===== src/sv/pab_sqrt.sv =====
// Pipelined integer square root, one result bit per stage.
`timescale 1ns / 1ps
module pab_sqrt #(
  parameter int COORD_BITS = 12,
  parameter int SW         = 1
) (
  input  logic                    clk,
  input  logic                    en,
  input  logic [2*COORD_BITS:0]   n,
  input  logic [SW-1:0]           side_in,
  output logic [COORD_BITS:0]     root,
  output logic [SW-1:0]           side_out
);

  localparam int R   = COORD_BITS + 1;
  localparam int NPW = 2 * R;
  localparam int RW  = R + 3;

  logic [NPW-1:0] n_s    [R+1];
  logic [RW-1:0]  rem_s  [R+1];
  logic [R-1:0]   root_s [R+1];
  logic [SW-1:0]  side_s [R+1];

  assign n_s[0]    = {1'b0, n};
  assign rem_s[0]  = '0;
  assign root_s[0] = '0;
  assign side_s[0] = side_in;

  generate
    for (genvar k = 0; k < R; k++) begin : g_step
      logic [NPW-1:0] n_r;
      logic [RW-1:0]  rem_r, rem_nxt;
      logic [R-1:0]   root_r, root_nxt;
      logic [SW-1:0]  side_r;

      always_comb begin
        logic [RW-1:0] rem_t;
        logic [RW-1:0] trial;
        rem_t = {rem_s[k][RW-3:0], n_s[k][NPW-1 -: 2]};
        trial = {1'b0, root_s[k], 2'b01};
        if (rem_t >= trial) begin
          rem_nxt  = rem_t - trial;
          root_nxt = {root_s[k][R-2:0], 1'b1};
        end else begin
          rem_nxt  = rem_t;
          root_nxt = {root_s[k][R-2:0], 1'b0};
        end
      end

      always_ff @(posedge clk) begin
        if (en) begin
          n_r    <= n_s[k] << 2;
          rem_r  <= rem_nxt;
          root_r <= root_nxt;
          side_r <= side_s[k];
        end
      end

      assign n_s[k+1]    = n_r;
      assign rem_s[k+1]  = rem_r;
      assign root_s[k+1] = root_r;
      assign side_s[k+1] = side_r;
    end
  endgenerate

  assign root     = root_s[R];
  assign side_out = side_s[R];

endmodule


===== config.mk =====
export PLATFORM = sky130hd
export DESIGN_NAME = pab_sqrt
export DESIGN_NICKNAME = d
export VERILOG_FILES = /design/src/sv/pab_sqrt.sv
export SDC_FILE = /design/constraint.sdc
export NUM_CORES = 1
export LEC_CHECK = 0
export BUFFER_PORTS_ARGS = -buffer_cell sky130_fd_sc_hd__clkbuf_2
export CAP_MARGIN = 20
export CORE_MARGIN = 2
export CORE_UTILIZATION = 60
export CTS_BUF_LIST = sky130_fd_sc_hd__clkbuf_16
export DETAILED_ROUTE_END_ITERATION = 12
export GPL_TIMING_DRIVEN = 0
export PLACE_DENSITY = 0.77
export SLEW_MARGIN = 25
export SYNTH_ARGS = -nofsm -noshare
export SYNTH_HDL_FRONTEND = slang
export SYNTH_SLANG_ARGS = --single-unit

===== constraint.sdc =====
create_clock -name clk -period 7.4 [get_ports clk]
set_input_delay 0.74 -clock clk [delete_from_list [all_inputs] [get_ports clk]]
set_output_delay 0.74 -clock clk [all_outputs]
set_load 0.02 [all_outputs]

==> summary.md <==
| Metric | Value |
|---|---|
| Gp weighted congestion | 0.8580 |
| RSZ-0062 raised after global routing | false |
| Post-Synthesis Cells | 1383 |
| Row count | 64 |
| I/O pin cnt | 42 |
| Outcome | finished, final reports clean |
| Final period util | 39.39% |
| CP max FO | 10 |
| Post-CTS Setup Inserts | 0 |
| WP buf/inv | 1 |
| Reg-to-Reg End | g_step[10].rem_r[10] |
| FF-to-FF setup slack | 4.49 ns |
| Cts bufs inserted | 43 |
| Max Clock Skew | 0.03082 ns |
| Via count | 10780 |
| Grt total ovfl | 0 |
| Hold-fix buffers at CTS | 0 |
| PostCTS Resize Cnt | 0 |
| Final HPWL DP | 21240 um |
| WHS Endpoint | g_step[0].n_r[2] |
| CTS clk-pin slew, worst paths | 0.06 ns |
| DR pass1 iterations | 5 |
| R2R cell count | 7 |
| R2R Path Start | g_step[9].rem_r[0] |
| Number of setup violations in the final report | 0 |
| CP cell instances | ha_1 -> nor2b_1 -> o31ai_1 -> a21oi_1 -> a211o_1 -> buf_2 -> a31o_2 |
| Top_reg_cell synth | edfxtp_1 |
| Starting Density | 61.03% |
| Core Util, Final | 68.31% |
| Minimum clock period | 2.915 ns |
| CTS tree | built |
| Worst-margin pin slew | 0.7158 ns |
| Largest net degree at the start of global routing | 96 |
| 1st-iter DRT viols | 792 |
| Die W | 180.4 um |
| Port-buffer cells | 41 |
| LEAKAGE | 8.253 nW |
| Later-pin clock latency in the skew report | 0.56 ns |
| Syn nets | 1514 |
| CORE AREA | 30590 um2 |
| Syn Area/Cell | 13.50 um2 |
| Slew Limit Fails | 0 |
| Placed inst area | 19490 um2 |
| #FFs+latches synth | 411 |
| Number of routed nets with antenna violations | 0 |
| Total track usage | 18.89% |
| Critical path startpoint category | flop |
| Drc violations | 0 |
| Mean routed wirelength per cell | 16.04 um |
| Design Power | 5.917 mW |
| Pwr dens | 283.1 nW/um2 |
| Slowest cell on the critical path | o31ai_1 |
| Number of flops mapped to enable cells by yosys | 411 |
| Sequential share of the synthesized area | 66.11% |
| Clk sinks | 411 |
| Synth-to-layout area growth | 11.93% |
| # H-tree levels | 2 |
| Arrival @ worst endpoint | 3.23 ns |
| Hold Fails Final Rpt | 0 |
| Full die area | 32540 um2 |
| Total Wirelength | 30450 um |
| Synth cell types | 73 |
| Initial antenna violation count | 0 |
| Hold_sp | n[0] |
| Antenna diodes | 0 |
| Async set-reset flop share out of synthesis | 0% |
| CTS Buffer Depth | 3 |
| First-pass GRT wire length | 50250 um |
| Vias in the first global route | 10638 |
| Crit path kind | flop to flop |
| FMAX | 343.1 MHz |
| CP endpoint kind | flop |
| # nets final | 1604 |
| DIE HEIGHT | 180.4 um |
| Yosys warns | 0 |
| Delay-heaviest family, CP | compound AO/OA/AOI/OAI gates |
| Max_cap viols | 0 |
| Hold crit path type | input pin to flop |
| Slew HR | 51.99% |
| WHS Path Cells | 1 |
| Vias per Instance | 5.677 |
| Setup_tns | 0 ns |
| CP max stage delay | 0.48 ns |
| Required time of the worst setup path | 7.71 ns |
| Clock root buffer | clkbuf_16 |
| Cell area after synthesis | 18670 um2 |
| Peak supply drop | 0.2077 mV |
| Layout cells sized above 1 | 9.315% |
| Final Cell Area | 20900 um2 |
==> cell type report <==
class | count | area [um2]
inverter | 131 | 491.7
sequential | 411 | 12340
tap | 396 | 495.5
clock buffer | 43 | 1076
clock inverter | 32 | 331.6
buffer | 17 | 76.32
multi-input combinational | 824 | 5759
timing repair buffer | 45 | 324.1
fill | 2094 | 9693
==> per-stage QoR <==
stage	hold WS, ns	setup slack [ns]	std cells
3_5_place_dp	0.4045	4.459	1824
4_1_cts	0.3324	4.545	1899
3_3_place_gp	0.4003	-0.7345	1820
2_1_floorplan	0.4003	5.031	1383
5_1_grt	0.3343	4.221	1899
6_report	0.3578	4.485	1899
==> layer usage <==
metal	part of all wire [%]	GRT usage, %	vias up	routed length [um]
li1	-	-	5310	-
met1	43	24.30	5174	13010
met2	51	33.15	248	15400
met3	4.6	2.971	48	1386
met4	2.2	5.903	0	662
met5	0	0	-	0
==> Yosys cell counts, types with 12 or more instances <==
cell type / count / area [um2]
a21o_1: 20 / 150.1
nand2_1: 67 / 251.5
a21oi_1: 83 / 415.4
o21ai_0: 56 / 280.3
nor2b_1: 13 / 81.33
nand3_1: 21 / 105.1
nor3_1: 26 / 130.1
edfxtp_1: 411 / 12340
a211oi_1: 12 / 90.09
o21a_1: 17 / 127.6
nand2b_1: 23 / 143.9
xnor2_1: 57 / 499.2
inv_1: 129 / 484.2
o31ai_1: 12 / 90.09
ha_1: 103 / 1289
xor2_1: 42 / 367.9
nor2_1: 100 / 375.4
nand4_1: 12 / 75.07
nor4_1: 20 / 125.1
==> logic make-up after synthesis <==
group | synth area share, %
buffers and inverters | 3.043
muxes | 0.9316
and+or+nand+nor | 9.088
DFF | 66.11
other | 0.02009
xor gates and xnor gates | 4.644
AOI/OAI and AO/OA | 9.262
adders and majority gates | 6.903
==> worst register-to-register path, stage by stage (launching register included) <==
cell and delay, ns:
edfxtp_1 0.41, ha_1 0.39, nor2b_1 0.17, o31ai_1 0.48
a21oi_1 0.29, a211o_1 0.47, buf_2 0.25, a31o_2 0.22
==> power by group <==
group	switching, mW	internal, mW	leakage [nW]
logic	0.455	0.360	3.61
clock network	0.864	1.24	0.712
registers	0.125	2.87	3.93
==> placed cells by master (no fill, tap or decap), types with 42 or more instances in the layout <==
master and n:
o21ai_0 56, nor2_1 100, edfxtp_1 411, xor2_1 42, ha_1 103, a21oi_1 83
clkbuf_16 43, xnor2_1 57, inv_1 136, nand2_1 67
==> how the worst max path moves through the flow <==
stage | startpoint | endpoint | slack, ns | cells after the start
global route | g_step[8].rem_r[3] | g_step[9].rem_r[8] | 4.22 | 8
finish | g_step[9].rem_r[0] | g_step[10].rem_r[10] | 4.49 | 7
global placement | en | g_step[8].rem_r[11] | -0.73 | 1
CTS | g_step[8].rem_r[4] | g_step[9].rem_r[0] | 4.54 | 7
detailed placement | en | g_step[8].rem_r[11] | 4.46 | 4
floorplan | g_step[10].rem_r[3] | g_step[11].rem_r[13] | 5.03 | 7
==> sequential cells by signal, summed over array words and instances, names as in the netlist <==
name and flops:
g_step.n_r 156, g_step.rem_r 151, g_step.root_r 78, root 13
g_step.side_r 12, side_out 1
Note: power is estimated with default switching activity, not from simulation.
