$ cat src/sv/pab_pkg.sv
// Shared types, constants and the arctangent table of the point angle and brightness block.
`timescale 1ns / 1ps
package pab_pkg;

  localparam int ANGLE_W      = 17;
  localparam int BRIGHT_W     = 8;
  localparam int MD_W         = 13;
  localparam int CORDIC_STEPS = 20;
  localparam int CORDIC_FRAC  = 16;
  localparam int Z_W          = 24;
  localparam int THETA_W      = 23;
  localparam int Q_W          = 16;
  localparam int NUM_W        = 21;
  localparam int DIV_STEPS    = 8;

  localparam logic [MD_W-1:0]     MD_RESET     = 13'd2264;
  localparam logic [Z_W-1:0]      QUARTER_TURN = 24'd5898240;
  localparam logic [Q_W-1:0]      Q_DOWN       = 16'd0;
  localparam logic [Q_W-1:0]      Q_UP         = 16'd46080;
  localparam logic [Q_W-1:0]      Q_FLAT       = 16'd23040;
  localparam logic [BRIGHT_W-1:0] BRIGHT_MAX   = 8'd255;

  typedef struct packed {
    logic dx_zero;
    logic dy_pos;
    logic dy_neg;
    logic same;
  } ang_flags_t;

  function automatic logic [Z_W-1:0] atan_tab(input int idx);
    logic [Z_W-1:0] v;
    unique case (idx)
      0:  v = 24'd2949120;
      1:  v = 24'd1740967;
      2:  v = 24'd919879;
      3:  v = 24'd466945;
      4:  v = 24'd234379;
      5:  v = 24'd117304;
      6:  v = 24'd58666;
      7:  v = 24'd29335;
      8:  v = 24'd14668;
      9:  v = 24'd7334;
      10: v = 24'd3667;
      11: v = 24'd1833;
      12: v = 24'd917;
      13: v = 24'd458;
      14: v = 24'd229;
      15: v = 24'd115;
      16: v = 24'd57;
      17: v = 24'd29;
      18: v = 24'd14;
      19: v = 24'd7;
      default: v = '0;
    endcase
    return v;
  endfunction

endpackage

$ cat src/sv/pab_div.sv
// Pipelined restoring divider for the 8-bit brightness quotient, one quotient bit per stage.
`timescale 1ns / 1ps
module pab_div #(
  parameter int SW = 1
) (
  input  logic                          clk,
  input  logic                          en,
  input  logic [pab_pkg::NUM_W-1:0]     num,
  input  logic [pab_pkg::MD_W-1:0]      den,
  input  logic [SW-1:0]                 side_in,
  output logic [pab_pkg::BRIGHT_W-1:0]  quo,
  output logic [SW-1:0]                 side_out
);

  localparam int N  = pab_pkg::DIV_STEPS;
  localparam int NW = pab_pkg::NUM_W;
  localparam int QW = pab_pkg::BRIGHT_W;

  logic [NW-1:0] rem_s  [N+1];
  logic [QW-1:0] quo_s  [N+1];
  logic [SW-1:0] side_s [N+1];

  assign rem_s[0]  = num;
  assign quo_s[0]  = '0;
  assign side_s[0] = side_in;

  generate
    for (genvar k = 0; k < N; k++) begin : g_step
      logic [NW-1:0] rem_r, rem_nxt;
      logic [QW-1:0] quo_r, quo_nxt;
      logic [SW-1:0] side_r;

      always_comb begin
        logic [NW-1:0] dsh;
        dsh = NW'(den) << (N - 1 - k);
        if (rem_s[k] >= dsh) begin
          rem_nxt = rem_s[k] - dsh;
          quo_nxt = {quo_s[k][QW-2:0], 1'b1};
        end else begin
          rem_nxt = rem_s[k];
          quo_nxt = {quo_s[k][QW-2:0], 1'b0};
        end
      end

      always_ff @(posedge clk) begin
        if (en) begin
          rem_r  <= rem_nxt;
          quo_r  <= quo_nxt;
          side_r <= side_s[k];
        end
      end

      assign rem_s[k+1]  = rem_r;
      assign quo_s[k+1]  = quo_r;
      assign side_s[k+1] = side_r;
    end
  endgenerate

  assign quo      = quo_s[N];
  assign side_out = side_s[N];

endmodule

$ cat config.mk
export PLATFORM = sky130hd
export DESIGN_NAME = pab_div
export DESIGN_NICKNAME = d
export VERILOG_FILES = /design/src/sv/pab_pkg.sv /design/src/sv/pab_div.sv
export SDC_FILE = /design/constraint.sdc
export NUM_CORES = 1
export LEC_CHECK = 0
export BUFFER_PORTS_ARGS = -buffer_cell sky130_fd_sc_hd__buf_2
export CORE_ASPECT_RATIO = 0.75
export CORE_UTILIZATION = 32
export DETAILED_ROUTE_END_ITERATION = 10
export PLACE_DENSITY = 0.48
export SLEW_MARGIN = 30
export SYNTH_ARGS = -nofsm -noshare
export SYNTH_HDL_FRONTEND = slang
export SYNTH_SLANG_ARGS = --single-unit
$ cat constraint.sdc
create_clock -name clk -period 3.9 [get_ports clk]
set_input_delay 0.78 -clock clk [delete_from_list [all_inputs] [get_ports clk]]
set_output_delay 0.78 -clock clk [all_outputs]
set_load 0.01 [all_outputs]
==> results.md, run 1 <==
- Status: complete, no violations
- Sequential area share after synthesis: 0.478
- Number of antenna diodes: 0
- Synth top area cells: edfxtp_1, ha_1, a21oi_1
- Setup WS pre-CTS: 0.0449 ns
- IO Count: 46
- Slew at the pin with the worst max-slew slack: 0.670 ns
- Initial Util: 0.324
- CTS clock-pin slew for the worst setup and hold paths: 0.07 ns
- Post-CTS sizing: 0
- Arrival @ worst endpoint: 3.61 ns
- Final worst path period share: 0.877
- # rows: 61
- Drt total wl: 31600 µm
- H-Tree Depth: 4
- Final Wtd Congestion: 0.860
- Largest net degree at the start of global routing: 74
- Final setup vio count: 0
- Die width: roughly 230 µm
- Final nets: 1363
- Register-to-register setup slack: 0.78 ns
- Setup crit end kind: register
- Syn_nets: 1260
- Hold Path Class: register to register
- CTS max path bufs: 2
- Post-route DRC violation count: 0
- Yosys Warn Count: 0
- Most common cell in the synthesized netlist: edfxtp_1
- Slew HR: 0.548
- Post-CTS Setup Bufs: 0
- Leading area contributor after synthesis: edfxtp_1
- Req. time, crit path: 4.09 ns
- Vias in the first global route: approximately 8300
- Chip Height: approximately 170 µm
- Syn_area_per_cell: 10.8 µm²
- Antenna Violating Nets Remaining: 0
- Pleak: 0.00522 µW
- Layout cell share with drive strength beyond 1: 0.142
- Min Tclk post-route: 3.42 ns
- Achievable Freq: 292 MHz
- Setup CP Type: primary input to register
- Worst setup path startpoint: den[4]
- Mapped Area: 12000 µm²
- Crit path to: g_step[0].rem_r[19]
- Syn Inst Count: 1112
- Register bit total from synthesis: 191
- Initial antenna violation count: 0
- Startpoint types: primary input
- Global-route wire length before repair: 48700 µm
- Fraction of registers with async set/reset: 0
- Worst vdd ir: 0.246 mV
- Slew Viols, Final: 0
- Yosys cell types: 70
- Final worst slack: slightly below 0.5 ns
- RSZ-0062 raised after global routing: no
- Post-synth top cells: edfxtp_1, ha_1, a21oi_1, nand2_1, o21ai_0
- Hold_sp: g_step[4].quo_r[1]
- TNS Setup: 0 ns
- Clk root buf: clkbuf_16
- Clock skew: 0.0127 ns
- Via density: 5.04
- DIE AREA: 38300 µm²
- Yosys top cell area share: 0.478
- Crit path max fanout: 8
- Worst skew pair latency: 0.45 ns
- Number of flops mapped to enable cells by yosys: 191
- Grt ovf: 0
- Maxcap violations: 0
- Synthesis-to-layout area growth: 14.7%
- Clk sink count: 191
- Starting DRT DRC Count: 627
- Critical R2R Capture: g_step[6].rem_r[2]
- Final hold violations: 0
- TritonCTS clock tree: done
- Port Buffers: 45
- Via count: ~8700
- Main synth FF type: edfxtp_1
- PD cells: 611 nW/µm²
- First-pass DRT Iterations: 5
- DP HPWL: 24200 µm
- Reg2reg path depth: 11
- CTS Hold Bufs: 0
- Total CTS buffers: 17
- Post-DR wirelength/cell: roughly 18 µm
- Core area: about 37000 µm²
- Reg-to-Reg Start: g_step[5].rem_r[1]
- Overall routing resource usage: 0.170
[metrics by stage]
| stage | instance area [µm²] | hold WS [ns] | std cells | utilization | total power, µW |
|---|---|---|---|---|---|
| after floorplan | 12000 | 0.400 | 1112 | - | 5820 |
| after global placement | 13300 | 0.402 | 1700 | 0.359 | 6870 |
| after detailed placement | 13300 | 0.405 | 1700 | 0.359 | 6860 |
| after CTS | 13800 | 0.419 | 1729 | 0.372 | 8470 |
| after global routing | 13800 | 0.424 | 1729 | 0.372 | 9020 |
| final | 13800 | 0.417 | 1729 | 0.372 | 8420 |
[sequential cells by signal, summed over array words and instances, names as in the netlist]
signal         count
g_step.quo_r      28
g_step.rem_r     147
g_step.side_r      7
side_out           1
quo                8
[cell usage in the layout (no fill, tap or decap), types with 5 or more instances in the layout]
cell type | netlist | routed
a211oi_1 | 14 | 14
a21o_1 | 19 | 19
a21oi_1 | 95 | 95
a31oi_1 | 11 | 11
buf_2 | 6 | 44
buf_4 | 0 | 59
clkbuf_16 | 0 | 17
edfxtp_1 | 191 | 191
fa_1 | 7 | 7
ha_1 | 104 | 104
inv_1 | 46 | 46
mux2_2 | 20 | 20
nand2_1 | 88 | 88
nand2b_1 | 23 | 23
nand3_1 | 18 | 18
nand4_1 | 17 | 17
nor2_1 | 84 | 84
nor2b_1 | 18 | 18
nor3_1 | 20 | 19
nor4_1 | 12 | 12
nor4b_1 | 5 | 5
o21a_1 | 20 | 20
o21ai_0 | 86 | 86
o21bai_1 | 5 | 5
o31a_1 | 5 | 5
o31ai_1 | 10 | 10
or3_1 | 11 | 11
xnor2_1 | 50 | 50
xor2_1 | 36 | 36
[logic make-up after synthesis]
group,Yosys count,share of synthesized area
simple gates,328,0.138
xor+xnor,86,0.0627
fa+ha+maj,111,0.120
mux,24,0.0221
compound gates,302,0.155
flops,191,0.477
buf+inv,70,0.0244
[critical path, stage by stage]
cell	delay (ns)
buf_2	0.10
inv_1	0.41
buf_4	0.20
ha_1	0.28
o21a_1	0.13
o31ai_1	0.07
a21oi_1	0.27
a41o_1	0.35
a31oi_1	0.45
inv_1	0.22
mux2_2	0.32
[layout make-up]
type | count | area (µm²)
clock buffers | 19 | 433
clock inverters | 10 | 63.8
fillers | 3677 | 23200
inverters | 46 | 173
multi-input cells | 851 | 5990
flip-flops and latches | 191 | 5740
well taps | 504 | 631
repair buffers | 108 | 757
[layer usage]
layer	vias up	track usage	wire length (µm)
met1	4131	0.250	16400
met3	19	0.0315	1250
met4	0	0.0364	327
met2	166	0.258	13600
met5	-	0	0
li1	4403	-	-
[worst min path at each step]
stage	cells past startpoint	slack, ns	end
global placement	0	0.40	g_step[6].quo_r[6]
finish	0	0.42	g_step[5].quo_r[2]
floorplan	0	0.40	g_step[1].quo_r[1]
global route	0	0.42	g_step[6].quo_r[6]
CTS	0	0.42	g_step[2].quo_r[2]
detailed placement	0	0.40	g_step[5].quo_r[5]
[report_power, final]
group          total [µW]  leakage [µW]  internal (µW)  switching (µW)
Sequential           3370       0.00184           3010             359
Combinational        3470       0.00314           1580            1890
Clock                1570      0.000241            802             773
Total                8420       0.00522           5390            3030
No activity file was read; power rests on OpenSTA's default activity.
==> run 2: changes to the inputs <==
==> constraint.sdc (replaced) <==
create_clock -name clk -period 3.9 [get_ports clk]
set_input_delay 0 -clock clk [delete_from_list [all_inputs] [get_ports clk]]
set_output_delay 0 -clock clk [all_outputs]
set_load 0.01 [all_outputs]
==> results.md, run 2 (synthesized netlist as in run 1, its figures left out) <==
- Final worst slack: 0.513 ns (+0.0327 ns)
- Setup crit end kind: register
- Final hold violations: 0 (unchanged)
- Worst vdd ir: 0.297 mV (+21%)
- # rows: 61 (unchanged)
- Post-CTS Setup Bufs: 0 (unchanged)
- Layout cell share with drive strength beyond 1: 0.116 (-0.0258)
- CP Cell Sequence: inv_1 -> ha_1 -> inv_1 -> fa_1 -> a211oi_1 -> o21bai_1 -> a31oi_1 -> o21ai_0 -> nor3_2 -> inv_1 -> mux2_2
- Register-to-register setup slack: 0.51 ns (-0.27 ns)
- Port Buffers: 45 (unchanged)
- DIE AREA: 38300 µm² (unchanged)
- Die width: 226 µm (unchanged)
- Clk root buf: clkbuf_16
- Status: complete, no violations
- Vias in the first global route: 8341 (+0.036%)
- Critical path's largest stage delay: 0.50 ns (+0.05 ns)
- Overall routing resource usage: 0.168 (-0.00231)
- Worst skew pair latency: 0.45 ns (about the same)
- Clk sink count: 191 (unchanged)
- Slew HR: 0.478 (-0.0702)
- Slowest cell on crit path: nor3_2
- Global-route wire length before repair: 48300 µm (-0.79%)
- Chip Height: 170 µm (unchanged)
- Via density: 5.09 (+0.92%)
- Req. time, crit path: 4.10 ns (about the same)
- CP top delay family: compound AO/OA/AOI/OAI gates
- IO Count: 46 (unchanged)
- CTS clock-pin slew for the worst setup and hold paths: 0.08 ns (about the same)
- Min Tclk post-route: 3.39 ns (-0.0327 ns)
- Initial antenna violation count: 0 (unchanged)
- Total CTS buffers: 17 (unchanged)
- Drt total wl: 31000 µm (-1.7%)
- Number of antenna diodes: 0 (unchanged)
- Starting DRT DRC Count: 636 (+1.4%)
- Post-DR wirelength/cell: 18.1 µm (-1.0%)
- Maxcap violations: 0 (unchanged)
- Clock skew: 0.0134 ns (+0.000693 ns)
- Commonest cells after routing, fill and taps aside: edfxtp_1, ha_1, a21oi_1, nand2_1, o21ai_0
- Core area: 37000 µm² (unchanged)
- Final Wtd Congestion: 0.847 (-1.5%)
- Most common cell after layout, fill and taps aside: edfxtp_1
- TNS Setup: 0 ns (unchanged)
- Achievable Freq: 295 MHz (+0.96%)
- CTS max path bufs: 2 (unchanged)
- Setup CP Type: register to register
- CTS Hold Bufs: 23 (+23)
- Max FFs per register: 147 (unchanged)
- Final worst path period share: 0.869 (-0.00838)
- Initial Util: 0.324 (unchanged)
- Slew at the pin with the worst max-slew slack: 0.773 ns (+0.103 ns)
- Buf+Inv Stages, Crit Path: 3 (-1)
- Most frequent cell on the critical path: inv_1
- Hold_sp: den[0]
- RSZ-0062 raised after global routing: no
- Pleak: 0.00518 µW (-0.73%)
- Worst setup path startpoint: g_step[5].rem_r[1]
- Startpoint types: register
- TritonCTS clock tree: done
- Crit path max fanout: 7 (-1)
- Grt ovf: 0 (unchanged)
- First-pass DRT Iterations: 5 (unchanged)
- Slew Viols, Final: 0 (unchanged)
- Post-CTS sizing: 0 (unchanged)
- DP HPWL: 23800 µm (-1.9%)
- Via count: 8738 (+0.22%)
- Finished Cell Area: 13800 µm² (+0.15%)
- Setup WS pre-CTS: 0.568 ns (+0.524 ns)
- Reg-to-Reg Start: g_step[5].rem_r[1]
- Placed Area: 13000 µm² (-2.4%)
- Largest net degree at the start of global routing: 115 (+55%)
- Final nets: 1348 (-1.1%)
- Hold Path Class: primary input to register
- Synthesis-to-layout area growth: 14.9%
- Post-route DRC violation count: 0 (unchanged)
- Final setup vio count: 0 (unchanged)
- Antenna Violating Nets Remaining: 0 (unchanged)
- PD cells: 623 nW/µm² (+1.9%)
- H-Tree Depth: 4 (unchanged)
- Arrival @ worst endpoint: 3.59 ns (-0.02 ns)
- Biggest register: g_step.rem_r
[run 2: layout make-up]
class | instances | area (µm²)
flip-flops and latches | 191 | 5740
inverters | 46 | 173
clock inverters | 14 | 180
fillers | 3608 | 23200
repair buffers | 93 | 664
multi-input cells | 851 | 5990
well taps | 504 | 631
clock buffers | 18 | 429
[run 2: worst register-to-register path: stages (launching register included)]
cell and delay (ns):
edfxtp_1 0.36, inv_1 0.08, ha_1 0.15, inv_1 0.05, fa_1 0.42, a211oi_1 0.39
o21bai_1 0.13, a31oi_1 0.37, o21ai_0 0.27, nor3_2 0.50, inv_1 0.13, mux2_2 0.29
[run 2: per-layer routing]
| metal | global-route usage | up-vias | share of wire |
|---|---|---|---|
| met4 | 0.0349 | 0 | 0.0084 |
| li1 | - | 4373 | - |
| met5 | 0 | - | 0 |
| met3 | 0.0279 | 17 | 0.033 |
| met1 | 0.249 | 4191 | 0.52 |
| met2 | 0.256 | 157 | 0.44 |
[run 2: final timing paths]
path	depth (start not counted)	end
setup reg to reg	11	g_step[6].rem_r[10]
setup / recovery	11	g_step[6].rem_r[10]
hold reg to reg	0	g_step[6].quo_r[2]
hold / removal	3	g_step[6].rem_r[1]
[run 2: power by group]
| group | switching, µW | total [µW] | internal (µW) |
|---|---|---|---|
| combinational | 1860 | 3360 | 1490 |
| clock | 837 | 1860 | 1020 |
| sequential | 365 | 3380 | 3010 |
[run 2: through the flow]
stage          power, µW  cells  hold WS [ns]  utilization
2_1_floorplan       5820   1112        0.0989            -
3_3_place_gp        6720   1662         0.179        0.350
3_5_place_dp        6740   1662         0.179        0.350
4_1_cts             8650   1717         0.201        0.373
5_1_grt             9200   1717         0.213        0.373
6_report            8590   1717         0.220        0.373
==> run 3: changes to the inputs <==
--- a/config.mk
+++ b/config.mk
@@ -7,6 +7,7 @@
 export LEC_CHECK = 0
 export BUFFER_PORTS_ARGS = -buffer_cell sky130_fd_sc_hd__buf_2
 export CORE_ASPECT_RATIO = 0.75
+export CORE_MARGIN = 2
 export CORE_UTILIZATION = 32
 export DETAILED_ROUTE_END_ITERATION = 10
 export PLACE_DENSITY = 0.48
==> results.md, run 3 (synthesized netlist as in run 1, its figures left out) <==
- Status: complete, no violations
- Initial antenna violation count: 1 (+1)
- Post-route DRC violation count: 0 (unchanged)
- Drt total wl: 30900 µm (-0.45%)
- CTS clock-pin slew for the worst setup and hold paths: 0.08 ns (about the same)
- Critical path depth: 11 (unchanged)
- Maxcap violations: 0 (unchanged)
- Min Tclk post-route: 3.36 ns (-0.0271 ns)
- Die width: 228 µm (+0.89%)
- H-Tree Depth: 4 (unchanged)
- Largest net degree at the start of global routing: 88 (-23%)
- CP Cell Sequence: inv_1 -> ha_1 -> inv_1 -> fa_1 -> a211oi_1 -> o21bai_1 -> a31oi_1 -> o21ai_0 -> nor3_2 -> inv_1 -> mux2_2
- Post-CTS sizing: 0 (unchanged)
- RSZ-0062 raised after global routing: no
- Global-route wire length before repair: 47900 µm (-0.77%)
- Number of antenna diodes: 0 (unchanged)
- Overall routing resource usage: 0.161 (-0.00671)
- Critical path's largest stage delay: 0.44 ns (-0.06 ns)
- CTS Hold Bufs: 22 (-4.3%)
- Startpoint types: register
- Final Power: 8410 µW (-2.2%)
- Achievable Freq: 298 MHz (+0.81%)
- TNS Setup: 0 ns (unchanged)
- Req. time, crit path: 4.11 ns (about the same)
- Port Buffers: 45 (unchanged)
- Reg2reg path depth: 11 (unchanged)
- Clk root buf: clkbuf_16
- Core area: 37000 µm² (unchanged)
- First-pass DRT Iterations: 5 (unchanged)
- Slew HR: 0.462 (-0.0160)
- Biggest register: g_step.rem_r
- Post-DR wirelength/cell: 18.0 µm (-0.40%)
- DIE AREA: 39100 µm² (+2.1%)
- Final nets: 1347 (-0.074%)
- Hold Path Class: primary input to register
- Slowest cell on crit path: nor3_2
- Setup crit end kind: register
- Pleak: 0.00515 µW (-0.63%)
- TritonCTS clock tree: done
- Arrival @ worst endpoint: 3.57 ns (-0.02 ns)
- # rows: 61 (unchanged)
- Via density: 5.09 (about the same)
- Antenna Violating Nets Remaining: 0 (unchanged)
- Final setup vio count: 0 (unchanged)
- Most common cell after layout, fill and taps aside: edfxtp_1
- Setup CP Type: register to register
- CP top delay family: compound AO/OA/AOI/OAI gates
- Final Wtd Congestion: 0.822 (-2.9%)
- Post-CTS Setup Bufs: 0 (unchanged)
- Final worst path period share: 0.862 (-0.00694)
- Initial Util: 0.324 (unchanged)
- Slew Viols, Final: 0 (unchanged)
- Most frequent cell on the critical path: inv_1
- PD cells: 612 nW/µm² (-1.7%)
- Chip Height: 172 µm (+1.2%)
- Via count: 8731 (-0.080%)
- Slew at the pin with the worst max-slew slack: 0.787 ns (+0.0146 ns)
- DP HPWL: 22900 µm (-3.5%)
- Final hold violations: 0 (unchanged)
- Max FFs per register: 147 (unchanged)
- Crit path max fanout: 6 (-1)
- Worst vdd ir: 0.236 mV (-20%)
- Layout cell share with drive strength beyond 1: 0.117 (+0.000921)
- Vias in the first global route: 8249 (-1.1%)
- Buf+Inv Stages, Crit Path: 3 (unchanged)
- Clk sink count: 191 (unchanged)
- Worst skew pair latency: 0.46 ns (about the same)
- Synthesis-to-layout area growth: 14.4%
- Starting DRT DRC Count: 623 (-2.0%)
- Total CTS buffers: 17 (unchanged)
- Hold depth: 1 (-2)
- Grt ovf: 0 (unchanged)
- CTS max path bufs: 2 (unchanged)
- Clock skew: 0.0142 ns (+0.000867 ns)
- IO Count: 46 (unchanged)
- Commonest cells after routing, fill and taps aside: edfxtp_1, ha_1, a21oi_1, nand2_1, o21ai_0
run 3: changes by cell type in the layout (fill, tap and decap cells not counted), sizes merged:
| cell | delta |
|---|---|
| clkinv | +2 |
| clkbuf | -1 |
| inv | +1 |
| clkinvlp | +1 |
| dlygate4sd3 | -1 |
| bufinv | -3 |
run 3: metal layers:
layer | share of wire | up-vias | global-route usage
li1 | - | 4383 | -
met1 | 0.52 | 4166 | 0.241
met2 | 0.43 | 173 | 0.242
met3 | 0.041 | 9 | 0.0288
met4 | 0.0055 | 0 | 0.0335
met5 | 0 | - | 0
run 3: worst paths after layout:
kind	from	slack, ns	to
max	g_step[5].rem_r[1]	0.54	g_step[6].rem_r[10]
min	en	0.15	g_step[0].side_r
min reg2reg	g_step[4].side_r	0.42	g_step[5].side_r
max reg2reg	g_step[5].rem_r[1]	0.54	g_step[6].rem_r[10]
run 3: layout make-up:
type | count | area (µm²)
Inverter | 46 | 173
Fill cell | 3651 | 23300
Clock inverter | 15 | 129
Clock buffer | 17 | 425
Sequential cell | 191 | 5740
Tap cell | 504 | 631
Multi-Input combinational cell | 851 | 5990
Timing Repair Buffer | 92 | 654
run 3: worst reg2reg max path, cell delays in order, from the launching register on:
cell and delay [ns]:
edfxtp_1 0.37, inv_1 0.08, ha_1 0.16, inv_1 0.05, fa_1 0.42, a211oi_1 0.41, o21bai_1 0.14, a31oi_1 0.38
o21ai_0 0.26, nor3_2 0.44, inv_1 0.12, mux2_2 0.28
run 3: power by group:
| group | total, µW | switching (µW) | leakage, µW | internal [µW] |
|---|---|---|---|---|
| Combinational | 3340 | 1850 | 0.00304 | 1490 |
| Sequential | 3380 | 366 | 0.00184 | 3010 |
| Clock | 1690 | 851 | 0.000269 | 836 |
| Total | 8410 | 3070 | 0.00515 | 5340 |
run 3: stage by stage:
step	hold WS, ns	util	std cells	cell area, µm²	setup WS, ns
2_1_floorplan	0.0989	-	1112	12000	0.984
3_3_place_gp	0.182	0.350	1662	13000	0.611
3_5_place_dp	0.181	0.350	1662	13000	0.598
4_1_cts	0.159	0.371	1716	13700	0.576
5_1_grt	0.181	0.371	1716	13700	0.202
6_report	0.148	0.371	1716	13700	0.540
